[src/hdl/sfs_pkg.sv]
// ----------------------------------------------------------------------------
// sfs_pkg
// shared widths, codes, register indexes and the controller command bundle
// of the sprite frame sequencer
// ----------------------------------------------------------------------------
`default_nettype none

package sfs_pkg;

	// fixed field widths
	localparam int OP_W        = 2;
	localparam int PATTERN_W   = 10;
	localparam int INDEX_W     = 5;
	localparam int OFFSET_W    = 16;
	localparam int CFG_INDEX_W = 4;
	localparam int CFG_DATA_W  = 16;
	localparam int MODE_W      = 3;
	localparam int INTERVAL_W  = 16;
	localparam int COL_W       = 7;
	localparam int CELL_W      = 16;
	localparam int TLEN_W      = 6;
	localparam int TICK_W      = 17;

	// parameter defaults
	localparam int TABLE_DEPTH_DEF  = 32;
	localparam int PATTERN_BITS_DEF = 10;

	// operations
	localparam logic [OP_W-1:0] OP_TICK    = 2'd0;
	localparam logic [OP_W-1:0] OP_SET     = 2'd1;
	localparam logic [OP_W-1:0] OP_RESTART = 2'd2;
	localparam logic [OP_W-1:0] OP_WRITE   = 2'd3;

	// animation modes
	localparam logic [MODE_W-1:0] MODE_FWD_LOOP = 3'd0;
	localparam logic [MODE_W-1:0] MODE_REV_LOOP = 3'd1;
	localparam logic [MODE_W-1:0] MODE_FWD_ONCE = 3'd2;
	localparam logic [MODE_W-1:0] MODE_REV_ONCE = 3'd3;
	localparam logic [MODE_W-1:0] MODE_PINGPONG = 3'd4;
	localparam logic [MODE_W-1:0] MODE_TBL_LOOP = 3'd5;
	localparam logic [MODE_W-1:0] MODE_TBL_ONCE = 3'd6;
	localparam logic [MODE_W-1:0] MODE_OFF      = 3'd7;

	// configuration register indexes
	localparam logic [CFG_INDEX_W-1:0] REG_MODE     = 4'd0;
	localparam logic [CFG_INDEX_W-1:0] REG_INTERVAL = 4'd1;
	localparam logic [CFG_INDEX_W-1:0] REG_TOP      = 4'd2;
	localparam logic [CFG_INDEX_W-1:0] REG_BOTTOM   = 4'd3;
	localparam logic [CFG_INDEX_W-1:0] REG_COLUMNS  = 4'd4;
	localparam logic [CFG_INDEX_W-1:0] REG_CELL_W   = 4'd5;
	localparam logic [CFG_INDEX_W-1:0] REG_CELL_H   = 4'd6;
	localparam logic [CFG_INDEX_W-1:0] REG_TLEN     = 4'd7;

	// register reset values
	localparam logic [INTERVAL_W-1:0] INTERVAL_RST = 16'd1;
	localparam logic [COL_W-1:0]      COLUMNS_RST  = 7'd1;
	localparam logic [CELL_W-1:0]     CELL_RST     = 16'hFFFF;

	// controller to datapath commands
	typedef struct packed {
		logic load_item;
		logic rd_table;
		logic update;
		logic div_step;
		logic mul;
		logic load_out;
	} sfs_cmd_t;

endpackage

`default_nettype wire

[src/hdl/sfs_ram.sv]
// ----------------------------------------------------------------------------
// sfs_ram
// generic single write port, single read port ram with registered read
// ----------------------------------------------------------------------------
`default_nettype none

module sfs_ram #(
	parameter int WIDTH = 8,
	parameter int DEPTH = 32,
	parameter int ADDR_W = (DEPTH > 1) ? $clog2(DEPTH) : 1
) (
	input  logic              clk,
	input  logic              we,
	input  logic [ADDR_W-1:0] wr_addr,
	input  logic [WIDTH-1:0]  wr_data,
	input  logic              re,
	input  logic [ADDR_W-1:0] rd_addr,
	output logic [WIDTH-1:0]  rd_data
);

	logic [WIDTH-1:0] mem_q [DEPTH];
	logic [WIDTH-1:0] rd_data_q;

	always_ff @(posedge clk) begin
		if (we) begin
			mem_q[wr_addr] <= wr_data;
		end
		if (re) begin
			rd_data_q <= mem_q[rd_addr];
		end
	end

	assign rd_data = rd_data_q;

endmodule

`default_nettype wire

[src/hdl/sfs_ctrl.sv]
// ----------------------------------------------------------------------------
// sfs_ctrl
// sequencing state machine: item capture, table read, state update,
// bit-serial divide, multiply and result hand-off
// ----------------------------------------------------------------------------
`default_nettype none

module sfs_ctrl #(
	parameter int PATTERN_BITS = sfs_pkg::PATTERN_BITS_DEF
) (
	input  logic              clk,
	input  logic              arst_n,
	input  logic              item_valid,
	output logic              item_stall,
	output logic              result_valid,
	input  logic              result_stall,
	output sfs_pkg::sfs_cmd_t cmd
);
	import sfs_pkg::*;

	localparam int CNT_W = $clog2(PATTERN_BITS + 1);

	localparam logic [2:0] ST_IDLE   = 3'd0;
	localparam logic [2:0] ST_READ   = 3'd1;
	localparam logic [2:0] ST_UPDATE = 3'd2;
	localparam logic [2:0] ST_DIV    = 3'd3;
	localparam logic [2:0] ST_MUL    = 3'd4;
	localparam logic [2:0] ST_LOAD   = 3'd5;

	logic [2:0]       state_q, state_d;
	logic [CNT_W-1:0] step_q;
	logic             out_full_q;
	logic             accept;
	logic             slot_free;

	assign accept    = item_valid && (state_q == ST_IDLE);
	assign slot_free = !out_full_q || !result_stall;

	always_comb begin
		state_d = state_q;
		case (state_q)
			ST_IDLE: begin
				if (item_valid) state_d = ST_READ;
			end
			ST_READ:   state_d = ST_UPDATE;
			ST_UPDATE: state_d = ST_DIV;
			ST_DIV: begin
				if (step_q == CNT_W'(1)) state_d = ST_MUL;
			end
			ST_MUL: state_d = ST_LOAD;
			ST_LOAD: begin
				if (slot_free) state_d = ST_IDLE;
			end
			default: state_d = ST_IDLE;
		endcase
	end

	always_ff @(posedge clk or negedge arst_n) begin
		if (!arst_n) begin
			state_q    <= ST_IDLE;
			step_q     <= '0;
			out_full_q <= 1'b0;
		end else begin
			state_q <= state_d;
			if (state_q == ST_UPDATE) begin
				step_q <= CNT_W'(PATTERN_BITS);
			end else if (state_q == ST_DIV) begin
				step_q <= step_q - CNT_W'(1);
			end
			if (cmd.load_out) begin
				out_full_q <= 1'b1;
			end else if (!result_stall) begin
				out_full_q <= 1'b0;
			end
		end
	end

	always_comb begin
		cmd.load_item = accept;
		cmd.rd_table  = (state_q == ST_READ);
		cmd.update    = (state_q == ST_UPDATE);
		cmd.div_step  = (state_q == ST_DIV);
		cmd.mul       = (state_q == ST_MUL);
		cmd.load_out  = (state_q == ST_LOAD) && slot_free;
	end

	assign item_stall   = (state_q != ST_IDLE);
	assign result_valid = out_full_q;

	a_accept_reads: assert property (@(posedge clk) disable iff (!arst_n)
		(item_valid && !item_stall) |=> (state_q == ST_READ))
		else $error("accepted item did not start a table read");

	a_load_waits: assert property (@(posedge clk) disable iff (!arst_n)
		(state_q == ST_LOAD && out_full_q && result_stall) |=> (state_q == ST_LOAD))
		else $error("result overwritten while output beat stalled");

	a_div_count: assert property (@(posedge clk) disable iff (!arst_n)
		(state_q == ST_DIV) |-> (step_q != '0))
		else $error("divider running with exhausted step count");

endmodule

`default_nettype wire

[src/hdl/sfs_dp.sv]
// ----------------------------------------------------------------------------
// sfs_dp
// datapath: configuration registers, animation state, order table,
// restoring divider and offset multipliers, output register
// ----------------------------------------------------------------------------
`default_nettype none

module sfs_dp #(
	parameter int TABLE_DEPTH  = sfs_pkg::TABLE_DEPTH_DEF,
	parameter int PATTERN_BITS = sfs_pkg::PATTERN_BITS_DEF
) (
	input  logic                             clk,
	input  logic                             arst_n,
	input  logic                             cfg_valid,
	output logic                             cfg_ready,
	input  logic [sfs_pkg::CFG_INDEX_W-1:0]  cfg_index,
	input  logic [sfs_pkg::CFG_DATA_W-1:0]   cfg_data,
	input  logic [sfs_pkg::OP_W-1:0]         operation,
	input  logic [sfs_pkg::PATTERN_W-1:0]    pattern_value,
	input  logic [sfs_pkg::INDEX_W-1:0]      table_index,
	input  sfs_pkg::sfs_cmd_t                cmd,
	output logic [sfs_pkg::PATTERN_W-1:0]    pattern,
	output logic [sfs_pkg::OFFSET_W-1:0]     u_offset,
	output logic [sfs_pkg::OFFSET_W-1:0]     v_offset,
	output logic                             finished
);
	import sfs_pkg::*;

	localparam int PB      = PATTERN_BITS;
	localparam int ADDR_W  = (TABLE_DEPTH > 1) ? $clog2(TABLE_DEPTH) : 1;
	localparam int LEN_W   = $clog2(TABLE_DEPTH + 1);
	localparam int LW      = (LEN_W > TLEN_W) ? LEN_W : TLEN_W;
	localparam int WIDE_W  = (PB > PATTERN_W) ? PB : PATTERN_W;
	localparam int IW      = (ADDR_W > INDEX_W) ? ADDR_W : INDEX_W;
	localparam int UPROD_W = COL_W + CELL_W;
	localparam int VPROD_W = PB + CELL_W;

	// configuration
	logic [MODE_W-1:0]     mode_q;
	logic [INTERVAL_W-1:0] interval_q;
	logic [PB-1:0]         top_q, bot_q;
	logic [COL_W-1:0]      columns_q;
	logic [CELL_W-1:0]     cell_w_q, cell_h_q;
	logic [TLEN_W-1:0]     tlen_q;

	// animation state
	logic [PB-1:0]     cur_q;
	logic [TICK_W-1:0] tick_q;
	logic              back_q;
	logic [ADDR_W-1:0] cursor_q;
	logic              stopped_q;
	logic              fin_q;

	// captured item
	logic [OP_W-1:0]    op_q;
	logic [PB-1:0]      val_q;
	logic [INDEX_W-1:0] idx_q;

	// divider and multiplier
	logic [PB-1:0]      quo_q;
	logic [COL_W-1:0]   rem_q;
	logic [UPROD_W-1:0] u_prod_q;
	logic [VPROD_W-1:0] v_prod_q;

	// result
	logic [PATTERN_W-1:0] pattern_q;
	logic [OFFSET_W-1:0]  u_q, v_q;
	logic                 finished_q;

	logic                  cfg_we;
	logic [WIDE_W-1:0]     cfg_pat_wide, in_pat_wide, cur_wide;
	logic [IW-1:0]         idx_wide;
	logic [LW-1:0]         tlen_wide, len, cur_inc;
	logic [ADDR_W-1:0]     cur_eff, cursor_adv;
	logic                  wrap;
	logic [TICK_W-1:0]     tick_inc;
	logic                  fire;
	logic [PB-1:0]         rd_data;
	logic [PB-1:0]         pat_n;
	logic                  back_n, stop_n, fin_n;
	logic [ADDR_W-1:0]     cursor_n;
	logic [TICK_W-1:0]     tick_n;
	logic                  ram_we;
	logic [COL_W-1:0]      divisor;
	logic [COL_W:0]        rem_sh;
	logic                  ge;

	assign cfg_ready    = 1'b1;
	assign cfg_we       = cfg_valid && cfg_ready;
	assign cfg_pat_wide = WIDE_W'(cfg_data[PATTERN_W-1:0]);
	assign in_pat_wide  = WIDE_W'(pattern_value);
	assign idx_wide     = IW'(idx_q);

	// table length clamp and cursor arithmetic
	assign tlen_wide  = LW'(tlen_q);
	assign len        = (tlen_wide > LW'(TABLE_DEPTH)) ? LW'(TABLE_DEPTH) : tlen_wide;
	assign cur_eff    = (LW'(cursor_q) >= len) ? '0 : cursor_q;
	assign cur_inc    = LW'(cur_eff) + LW'(1);
	assign wrap       = (cur_inc >= len);
	assign cursor_adv = wrap ? '0 : cur_inc[ADDR_W-1:0];

	assign tick_inc = tick_q + TICK_W'(1);
	assign fire     = (tick_inc > TICK_W'(interval_q));

	sfs_ram #(
		.WIDTH (PB),
		.DEPTH (TABLE_DEPTH)
	) u_order_table (
		.clk     (clk),
		.we      (ram_we),
		.wr_addr (idx_wide[ADDR_W-1:0]),
		.wr_data (val_q),
		.re      (cmd.rd_table),
		.rd_addr (cur_eff),
		.rd_data (rd_data)
	);

	// next animation state for the captured item
	always_comb begin
		pat_n    = cur_q;
		back_n   = back_q;
		cursor_n = cursor_q;
		stop_n   = stopped_q;
		tick_n   = tick_q;
		fin_n    = 1'b0;
		ram_we   = 1'b0;
		case (op_q)
			OP_TICK: begin
				tick_n = fire ? '0 : tick_inc;
				if (fire && !stopped_q && mode_q != MODE_OFF) begin
					case (mode_q)
						MODE_FWD_LOOP: pat_n = (bot_q > cur_q) ? cur_q + PB'(1) : top_q;
						MODE_REV_LOOP: pat_n = (top_q < cur_q) ? cur_q - PB'(1) : bot_q;
						MODE_FWD_ONCE: begin
							if (bot_q > cur_q) begin
								pat_n = cur_q + PB'(1);
							end else begin
								pat_n = bot_q;
								fin_n = 1'b1;
							end
						end
						MODE_REV_ONCE: begin
							if (top_q < cur_q) begin
								pat_n = cur_q - PB'(1);
							end else begin
								pat_n = top_q;
								fin_n = 1'b1;
							end
						end
						MODE_PINGPONG: begin
							// equal ends hold the pattern
							if (top_q != bot_q) begin
								if (back_q) begin
									if (top_q < cur_q) begin
										pat_n = cur_q - PB'(1);
									end else begin
										pat_n  = cur_q + PB'(1);
										back_n = 1'b0;
									end
								end else begin
									if (bot_q > cur_q) begin
										pat_n = cur_q + PB'(1);
									end else begin
										pat_n  = cur_q - PB'(1);
										back_n = 1'b1;
									end
								end
							end
						end
						MODE_TBL_LOOP, MODE_TBL_ONCE: begin
							if (len != '0) begin
								pat_n    = rd_data;
								cursor_n = cursor_adv;
								if (wrap && mode_q == MODE_TBL_ONCE) fin_n = 1'b1;
							end
						end
						default: ;
					endcase
					if (fin_n) stop_n = 1'b1;
				end
			end
			OP_SET: begin
				if (val_q < top_q) begin
					pat_n = top_q;
				end else if (val_q > bot_q) begin
					pat_n = bot_q;
				end else begin
					pat_n = val_q;
				end
			end
			OP_RESTART: begin
				pat_n  = top_q;
				stop_n = 1'b0;
			end
			default: begin
				ram_we = cmd.update && (int'(idx_q) < TABLE_DEPTH);
			end
		endcase
	end

	// configuration and animation state
	always_ff @(posedge clk or negedge arst_n) begin
		if (!arst_n) begin
			mode_q     <= MODE_FWD_LOOP;
			interval_q <= INTERVAL_RST;
			top_q      <= '0;
			bot_q      <= '0;
			columns_q  <= COLUMNS_RST;
			cell_w_q   <= CELL_RST;
			cell_h_q   <= CELL_RST;
			tlen_q     <= '0;
			cur_q      <= '0;
			tick_q     <= '0;
			back_q     <= 1'b0;
			cursor_q   <= '0;
			stopped_q  <= 1'b0;
		end else begin
			if (cmd.update) begin
				cur_q     <= pat_n;
				tick_q    <= tick_n;
				back_q    <= back_n;
				cursor_q  <= cursor_n;
				stopped_q <= stop_n;
			end
			if (cfg_we) begin
				case (cfg_index)
					REG_MODE: begin
						mode_q    <= cfg_data[MODE_W-1:0];
						stopped_q <= 1'b0;
					end
					REG_INTERVAL: interval_q <= cfg_data[INTERVAL_W-1:0];
					REG_TOP:      top_q      <= cfg_pat_wide[PB-1:0];
					REG_BOTTOM:   bot_q      <= cfg_pat_wide[PB-1:0];
					REG_COLUMNS:  columns_q  <= cfg_data[COL_W-1:0];
					REG_CELL_W:   cell_w_q   <= cfg_data[CELL_W-1:0];
					REG_CELL_H:   cell_h_q   <= cfg_data[CELL_W-1:0];
					REG_TLEN:     tlen_q     <= cfg_data[TLEN_W-1:0];
					default: ;
				endcase
			end
		end
	end

	// restoring divide, one quotient bit a cycle
	assign divisor = (columns_q == '0) ? COL_W'(1) : columns_q;
	assign rem_sh  = {rem_q, quo_q[PB-1]};
	assign ge      = (rem_sh >= {1'b0, divisor});
	assign cur_wide = WIDE_W'(cur_q);

	always_ff @(posedge clk) begin
		if (cmd.load_item) begin
			op_q  <= operation;
			val_q <= in_pat_wide[PB-1:0];
			idx_q <= table_index;
		end
		if (cmd.update) begin
			fin_q <= fin_n;
			quo_q <= pat_n;
			rem_q <= '0;
		end else if (cmd.div_step) begin
			quo_q <= {quo_q[PB-2:0], ge};
			rem_q <= ge ? COL_W'(rem_sh - {1'b0, divisor}) : rem_sh[COL_W-1:0];
		end
		if (cmd.mul) begin
			u_prod_q <= UPROD_W'(rem_q) * UPROD_W'(cell_w_q);
			v_prod_q <= VPROD_W'(quo_q) * VPROD_W'(cell_h_q);
		end
		if (cmd.load_out) begin
			pattern_q  <= cur_wide[PATTERN_W-1:0];
			u_q        <= (|u_prod_q[UPROD_W-1:OFFSET_W]) ? '1 : u_prod_q[OFFSET_W-1:0];
			v_q        <= (|v_prod_q[VPROD_W-1:OFFSET_W]) ? '1 : v_prod_q[OFFSET_W-1:0];
			finished_q <= fin_q;
		end
	end

	assign pattern  = pattern_q;
	assign u_offset = u_q;
	assign v_offset = v_q;
	assign finished = finished_q;

	a_rem_bound: assert property (@(posedge clk) disable iff (!arst_n)
		$past(cmd.div_step) |-> (rem_q < divisor))
		else $error("divider remainder not below column count");

	a_pattern_held: assert property (@(posedge clk) disable iff (!arst_n)
		($past(arst_n) && !$past(cmd.update)) |-> $stable(cur_q))
		else $error("current pattern changed outside an update");

endmodule

`default_nettype wire

[src/hdl/sprite_frame_sequencer.sv]
// ----------------------------------------------------------------------------
// sprite_frame_sequencer
// sprite animation pattern sequencer with texture cell offset output
// ----------------------------------------------------------------------------
// usage
//   item channel (item_valid / item_stall): operation, pattern_value and
//   table_index; a beat moves when item_valid is high and item_stall low.
//   operations are a frame tick, a clamped pattern set, a restart at the
//   top pattern, and a write of one custom order table entry
//   result channel (result_valid / result_stall): one beat per item with
//   the pattern, its u/v cell offsets (UQ0.16, saturated) and finished
//   config channel (cfg_valid / cfg_ready): cfg_index selects the register,
//   cfg_data carries the value; cfg_ready is always high, write only while
//   no item is in flight
//   timing: an item runs capture, table read, state update, a bit-serial
//   divide by the column count, multiply and load; item_stall stays high
//   from acceptance until the result is loaded into the output register,
//   so the next item is taken only after the previous one is through
//   a finished result waits in the output register while the next item is
//   accepted; if result_stall is still high when that item completes, the
//   controller holds it until the output register empties
//   reset: registers take their reset values (one column, full-size cells,
//   interval one, forward loop); the order table is undefined until written
// ----------------------------------------------------------------------------
`default_nettype none

module sprite_frame_sequencer #(
	parameter int TABLE_DEPTH  = sfs_pkg::TABLE_DEPTH_DEF,
	parameter int PATTERN_BITS = sfs_pkg::PATTERN_BITS_DEF
) (
	input  logic                            clk,
	input  logic                            arst_n,
	// item channel
	input  logic                            item_valid,
	output logic                            item_stall,
	input  logic [sfs_pkg::OP_W-1:0]        operation,
	input  logic [sfs_pkg::PATTERN_W-1:0]   pattern_value,
	input  logic [sfs_pkg::INDEX_W-1:0]     table_index,
	// result channel
	output logic                            result_valid,
	input  logic                            result_stall,
	output logic [sfs_pkg::PATTERN_W-1:0]   pattern,
	output logic [sfs_pkg::OFFSET_W-1:0]    u_offset,
	output logic [sfs_pkg::OFFSET_W-1:0]    v_offset,
	output logic                            finished,
	// configuration writes
	input  logic                            cfg_valid,
	output logic                            cfg_ready,
	input  logic [sfs_pkg::CFG_INDEX_W-1:0] cfg_index,
	input  logic [sfs_pkg::CFG_DATA_W-1:0]  cfg_data
);
	import sfs_pkg::*;

	// command bundle from the sequencer into the datapath
	sfs_cmd_t cmd;

	// controller: item capture, step sequencing and output slot tracking
	sfs_ctrl #(
		.PATTERN_BITS (PATTERN_BITS)
	) u_ctrl (
		.clk          (clk),
		.arst_n       (arst_n),
		.item_valid   (item_valid),
		.item_stall   (item_stall),
		.result_valid (result_valid),
		.result_stall (result_stall),
		.cmd          (cmd)
	);

	// datapath: registers, animation state, order table, divide and multiply
	sfs_dp #(
		.TABLE_DEPTH  (TABLE_DEPTH),
		.PATTERN_BITS (PATTERN_BITS)
	) u_dp (
		.clk           (clk),
		.arst_n        (arst_n),
		.cfg_valid     (cfg_valid),
		.cfg_ready     (cfg_ready),
		.cfg_index     (cfg_index),
		.cfg_data      (cfg_data),
		.operation     (operation),
		.pattern_value (pattern_value),
		.table_index   (table_index),
		.cmd           (cmd),
		.pattern       (pattern),
		.u_offset      (u_offset),
		.v_offset      (v_offset),
		.finished      (finished)
	);

endmodule

`default_nettype wire
[config.mk]
export PLATFORM = sky130hd
export DESIGN_NAME = sprite_frame_sequencer
export DESIGN_NICKNAME = d
export VERILOG_FILES = /design/src/hdl/sfs_pkg.sv /design/src/hdl/sfs_ram.sv /design/src/hdl/sfs_ctrl.sv /design/src/hdl/sfs_dp.sv /design/src/hdl/sprite_frame_sequencer.sv
export SDC_FILE = /design/constraint.sdc
export NUM_CORES = 2
export LEC_CHECK = 0
export BUFFER_PORTS_ARGS = -buffer_cell sky130_fd_sc_hd__buf_4
export CAP_MARGIN = 15
export CORE_ASPECT_RATIO = 0.7
export CORE_UTILIZATION = 50
export DETAILED_ROUTE_END_ITERATION = 12
export PLACE_DENSITY_LB_ADDON = 0.08
export SLEW_MARGIN = 15
export SYNTH_ARGS = -nofsm -noshare
export SYNTH_HDL_FRONTEND = slang
export SYNTH_SLANG_ARGS = --single-unit
[constraint.sdc]
create_clock -name clk -period 5.5 [get_ports clk]
set_input_delay 0.55 -clock clk [delete_from_list [all_inputs] [get_ports clk]]
set_output_delay 0.55 -clock clk [all_outputs]
set_load 0.01 [all_outputs]
# Yosys cells after proc, flatten, opt, wreduce, memory -nomap -nowiden
# Memory sizes are Yosys's and may differ from the RTL's. A register that Yosys moved wholly into a read port is not among the register bits.
# Cells that the tools add are included.
[word_totals] rom_bits=0 n_memories=1 in_bits=42 latch_bits=0 reg_bits=253 ram_bits=320
[memory_table] memory="u_dp.u_order_table.mem_q" depth=32 word_bits=10 read_ports=1 rd_ports_with_merged_regs=1 write_ports=1 line_no="sfs_ram.sv:21" source="logic [WIDTH-1:0] mem_q [DEPTH];"
[op_classes] shift=0 eq_ne=27 n_mux=48 n_lt_le_gt_ge=9 n_bitwise=0 div_mod_pow=0 addsub=6 n_mul=2 reduce_logical=34
[ops] operator="two-way mux 10 bit" count=14
[ops] operator="case mux 10 bit (6 select lines)" count=1
[ops] operator="case mux 10 bit (3 select lines)" count=1
[ops] operator="multiplier 10 x 16 -> 26 bit" count=1
[ops] operator="multiplier 7 x 16 -> 23 bit" count=1
[ops] operator="> comparator 10 bit" count=2
[ops] operator="less-than comparator 10 bit" count=2
[ops] operator="AND reduction 2 bit" count=10
[ops] operator="two-way mux 1 bit" count=18
[ops] operator="case mux 3 bit (6 select lines)" count=1
[ops] operator="adder 17 x 1 -> 17 bit (second input constant)" count=1
[ops] operator="> comparator 17 x 16 -> 1 bit" count=1
[ops] operator="two-way mux 17 bit" count=1
[ops] operator="equality test 4 x 3 -> 1 bit (second input constant)" count=4
[ops] operator="equality test 3 bit (second input constant)" count=5
[ops] operator="two-way mux 7 bit" count=2
[ops] operator="equality test 3 x 2 -> 1 bit (second input constant)" count=4
[ops] operator="adder 10 x 1 -> 10 bit (second input constant)" count=1
[ops] operator="two-way mux 5 bit" count=2
[ops] operator="inequality test 10 bit" count=1
[ops] operator="AND reduction 5 bit" count=2
[ops] operator="OR reduction 10 bit" count=1
[ops] operator="subtractor 10 x 1 -> 10 bit (second input constant)" count=1
[ops] operator="two-way mux 3 bit" count=3
[ops] operator="other kinds (33)" count=46

# Longest topological paths before layout
[depth] word_depth=18 ltp_mapped=21 depth_no_buf=19

# Cells and area by module
# Synthesis repeated with hierarchy kept, for this count alone.
[unflattened] hier_cells=2979 hier_area_um2=35396.4
[by_module_without_submodules] module="sfs_dp" area_per_inst_um2=21809.7 seq_area_each_um2=6739.0 n_inst=1 cells_per_inst=2195
[by_module_without_submodules] module="sfs_ram" area_per_inst_um2=13093.8 seq_area_each_um2=9909.5 n_inst=1 cells_per_inst=733
[by_module_without_submodules] module="sfs_ctrl" area_per_inst_um2=493.0 seq_area_each_um2=200.2 n_inst=1 cells_per_inst=51

# Worst setup path after synthesis
# OpenSTA, ideal clock, no wires.
[synth_timing] path_kind="reg2reg" from="register u_dp.cell_h_q[2]" to="register u_dp.v_prod_q[22] (data pin)" stages_incl_launch_ff=19 path_slack_ns=-0.052 synth_period_minus_slack_ns=5.552 arrival_time_ns=5.286 t_required_ns=5.234 path_cell_list="dfstp_2 > clkbuf_1 > nand2_1 > fa_1 > inv_1 > fa_1 > fa_1 > fa_1 > fa_1 > ha_1 > a21o_1 > a21o_1 > a21oi_1 > o31ai_1 > a21o_1 > a21oi_2 > a21oi_1 > o41ai_1 > xnor2_1"
[synth_between] elab_chain_len=1
[synth_lines] item="from (decl)" line_no="sfs_dp.sv:43" source="logic [CELL_W-1:0] cell_w_q, cell_h_q;"
[synth_lines] item="from (signal assigned)" line_no="sfs_dp.sv:236" source="REG_CELL_H: cell_h_q <= cfg_data[CELL_W-1:0];"
[synth_lines] item="multiplier 10 x 16 -> 26 bit" line_no="sfs_dp.sv:266" source="v_prod_q <= VPROD_W'(quo_q) * VPROD_W'(cell_h_q);"
[synth_lines] item="to (signal assigned)" line_no="sfs_dp.sv:266"
[synth_lines] item="to (decl)" line_no="sfs_dp.sv:63" source="logic [VPROD_W-1:0] v_prod_q;"
# Every way passes these cells.
# A chain may end at the register's enable or synchronous reset.

# Worst setup path after layout
[layout_timing] from="register u_dp.cell_h_q[5]" to="register u_dp.v_prod_q[22] (data pin)"
# Same word-level chain as after synthesis.

==> out/metrics.sh <==
UTILIZATION_PCT=57.1
DIE-AREA_SQ_UM=70700
FMAX_GHz=0.187
PATH_CLASS='flop to flop'
YS_WARN_COUNT=0
RSZ0062_AT_GRT='true'
DP_HPWL_MICRONS=67900
SYNTH_AREA_PER_CELL_SQ_UM=11.4
CPPEAKSTAGEDELAY_PS=640
SYNTHESIS.AREA_SQ_UM=34800
AREA_DELTA_SYNTH_FINAL_PCT=12.3
CRITICAL_PATH_ARRIVAL_PS=5720
DETAIL_ROUTE.DRC_VIOLATIONS=0
FINAL.MIN_CLOCK_PERIOD_PS=5340
WORST_HOLD_PATH_TYPE='primary input to flop'
SYNTH.YOSYS.SEQ_AREA_SHARE_PCT=48.4
TIMING.MAX_CAP.VIOLATIONS=0
SYNTH.AREA.TOP_CELLS='edfxtp_1 39%, fa_1 10%, dfrtp_1 6.6%, ha_1 6.5%, nand2_1 3.8%'
WEIGHTED_CONGESTION_REPORTED_AT_THE_END_OF_ROUTABILITY_DRIVEN_PLACEMENT=0.969
WORST_PATH_MOST_REPEATED_CELL='fa_1'
REPORT.FINAL.SETUP_VIOL=0
NUM_IO_PINS=88
DRTPASS1ITERATIONS=7
CTS_BUFFERS=56
YS_FF_LATCH=583
ROUTE.DETAILED.VIAS_PER_INST=5.95
FINAL-HOLD-VIOLATION-COUNT=0
DIE_HEIGHT_MICRONS=223
NETLIST.TOP_CELL.BY_AREA='edfxtp_1'
WL_MICRONS=94800
HTREEDEPTH=2
CORE-AREA_SQ_UM=68500
GLOBAL_ROUTE.USAGE.TOTAL_PCT=27.4
SYNTH-ASYNC-RESET-RATIO_PCT=21.6
CRITICAL_PATH.REG2REG.STARTPOINT='u_dp.cell_h_q[5]'
MOST_FREQUENT_CELLS_AFTER_SYNTHESIS='450 x edfxtp_1, 350 x nand2_1, 229 x inv_1, 180 x fa_1, 180 x ha_1'
RR_ENDPOINT='u_dp.v_prod_q[22]'
CRIT_PATH_CELL_TRACE='buf_4, and2_1, fa_1, fa_1, fa_1, fa_1, fa_1, ha_1, a21o_1, a21o_1, a21oi_2, o31ai_2, a21o_1, a21oi_2, a21oi_2, o41ai_2, xnor2_1'
FLOORPLAN.INITIALDENSITY_PCT=50.8
START_KIND='flop'
OUTCOME='completed'
GRT_START_MAX_NET_PINS=87
MIN_PERIOD_OVER_PERIOD_PCT=97.1
SETUP.REG_TO_REG.WORST_SLACK_PS=160
CRITPATHCAPTURETYPE='flop'
GLOBAL_ROUTE.OVERFLOW_TOTAL=0
TIMING.HOLD.WORST.START='table_index[3]'
FINAL_DESIGN_AREA_NO_FILL_SQ_UM=39100
SYNTH_ENABLE_FLOP_CELLS=450
WHS_ENDPOINT='u_dp.idx_q[3]'
ROW_COUNT=80
VIAS_IN_THE_FIRST_GLOBAL_ROUTE=23935
WORST_SETUP_HOLD_PATH_CLK_SLEW_PS=70
CTS_BUFFER_DEPTH=3
REGAREA_SQ_UM=16900
ANTENNA_LEFT=0
FINAL_LAYOUT_SIZE_SUFFIX_GT1_SHARE_PCT=15.6
WORSTMARGINPINSLEW_PS=1240
WORSTHOLDPATHCELLS=1
PLACED_CELL_AREA_SQ_UM=36700
GRT_PASS1_WL_MICRONS=145000
TIMING.CLOCK.SKEW_PS=34.0
FINAL.FILL_COUNT=5716
MAX_SLEW_MARGIN_PCT=17.2
SYNTH_FF_TYPE='edfxtp_1'
SYNTH_NETS=3443
NUM_VIAS=24371
DRT-WIRELENGTH-PER-CELL_MICRONS=23.2
DESIGN.FINAL.NETS=3547
CTS_ROOT_BUF='clkbuf_16'
MULTI_INPUT_COMB_AREA_SQ_UM=16600
PEAK_FANOUT_ALONG_THE_CRITICAL_PATH=7
SYN-INSTANCE-COUNT=3041
CTS_TREE='yes'
CLK_LATENCY_PS=660
YOSYSUNIQUECELLTYPES=79
CELLLEAKAGEPOWER_nW=15.6
CP.REQUIRED_PS=5880
BUFFER_PORTS.INSERTED=86
POST-SYNTH-TOP-AREA-FRACTION_PCT=38.8
POWER_PER_CELL_AREA_nW_PER_UM2=722
DIE_X_MICRONS=317
FINAL_MAX_SLEW_VIOL_COUNT=0
REG2REGPATHDEPTH=17
ANTENNA_FOUND_INITIAL=0
PEAKVDDDROP_V=0.00127
TOTAL_NUMBER_OF_CLOCK_TREE_SINKS=583
MOST_COMMON_CELL_IN_THE_NETLIST='edfxtp_1'
DRT_FIRST_ITER_VIOLATIONS=2395
CP_SLOWEST_CELL='dfstp_2'
==> registers in the layout (all words and copies together), names as in the netlist, 10 cells and up <==
register and cells:
u_dp.interval_q 16, u_dp.v_offset 16, u_dp.pattern 10, u_dp.tick_q 17, u_dp.u_order_table.rd_data 10, u_dp.u_order_table.mem_q 320
u_dp.top_q 10, u_dp.quo_q 10, u_dp.u_offset 16, u_dp.cell_h_q 16, u_dp.bot_q 10, u_dp.u_prod_q 23
u_dp.cell_w_q 16, u_dp.cur_q 10, u_dp.val_q 10, u_dp.v_prod_q 26
==> cells in the final DEF, fill, tap and decap left out, drive strengths merged, types with 20 or more instances in the layout <==
master and n:
a211oi 48, a21o 27, a21oi 147, and2 111
buf 206, clkbuf 76, dfrtp 92, dfstp 34
edfxtp 450, fa 180, ha 180, inv 231
mux2 93, mux2i 92, nand2 351, nand2b 20
nand3 84, nand4 27, nor2 126, nor2b 36
nor3 33, o211ai 20, o21a 46, o21ai 97
o22ai 33, or2 37, xnor2 61, xor2 29
==> metal layers <==
layer | GRT usage (%) | wire [microns] | up-vias
li1 | - | - | 10958
met1 | 44.1 | 45600 | 12349
met2 | 37.1 | 38100 | 951
met3 | 6.49 | 9430 | 113
met4 | 5.31 | 1700 | 0
met5 | 0 | 0 | -
==> through the flow <==
stage | hold WS, ps | power (W) | setup slack (ps) | TNS, ps | instances
global route | 38.8 | 0.0307 | -12.8 | -24.5 | 4092
detailed placement | 488 | 0.0231 | -121 | -237 | 3969
finish | 64.3 | 0.0282 | 161 | 0 | 4093
floorplan | 254 | 0.0185 | -12.9 | -12.9 | 3041
global placement | 483 | 0.0228 | -21.1 | -21.1 | 3969
CTS | 26.6 | 0.0275 | 10.2 | 0 | 4083
==> layout make-up <==
cell class	count	area share [%]
antenna	1	0.00640
clock buffer	76	4.09
clock inverter	27	1.01
inverter	233	2.24
multi-input combinational	2064	42.5
sequential	583	43.1
tap	902	2.89
timing repair buffer	207	4.10
==> logic make-up (layout without fill, tap and decap cells) <==
family | count (synthesis) | in the layout | synth area share, %
buf+inv | 394 | 543 | 4.35
fa+ha+maj | 360 | 360 | 16.8
xor+xnor | 90 | 90 | 2.26
other cells | 1 | 2 | 0.0108
mux | 185 | 185 | 5.67
flops | 583 | 583 | 48.4
simple gates | 877 | 877 | 12.0
compound gates | 551 | 551 | 10.4
==> timing repair <==
action                                 in CTS  in global routing
cloned                                      0                  0
hold buffers                                1                  0
setup endpoints to repair                   3                  7
resized for setup                           3                 29
setup buffers                              10                  9
endpoints found under the hold margin      33                  0
pin swaps                                   0                 29
==> worst max-delay path by stage <==
stage | startpoint | end | slack (ps) | cells past startpoint
CTS | u_dp.quo_q[6] | u_dp.v_prod_q[25] | 10 | 17
global route | u_dp.cell_h_q[5] | u_dp.v_prod_q[18] | -10 | 18
floorplan | u_dp.cell_h_q[3] | u_dp.v_prod_q[22] | -10 | 18
global placement | u_dp.cell_h_q[4] | u_dp.v_prod_q[25] | -20 | 20
finish | u_dp.cell_h_q[5] | u_dp.v_prod_q[22] | 160 | 17
detailed placement | u_dp.cell_h_q[5] | u_dp.v_prod_q[25] | -120 | 17
==> worst max-delay path: cells and delay by family, from the launching register on <==
family | cells | cell delay [ps]
buffers and inverters | 1 | 160
AOI/OAI and AO/OA | 8 | 1350
and+or+nand+nor | 1 | 140
DFF | 1 | 640
xor gates and xnor gates | 1 | 110
adders and majority gates | 6 | 2700
==> report_power, final <==
group	total, W	leakage [nW]	switching (W)	internal (W)
Clock	0.00417	0.966	0.00174	0.00242
Sequential	0.00641	5.66	0.000555	0.00585
Combinational	0.0176	8.98	0.00942	0.00820
Power figures use the tool's default switching activity.
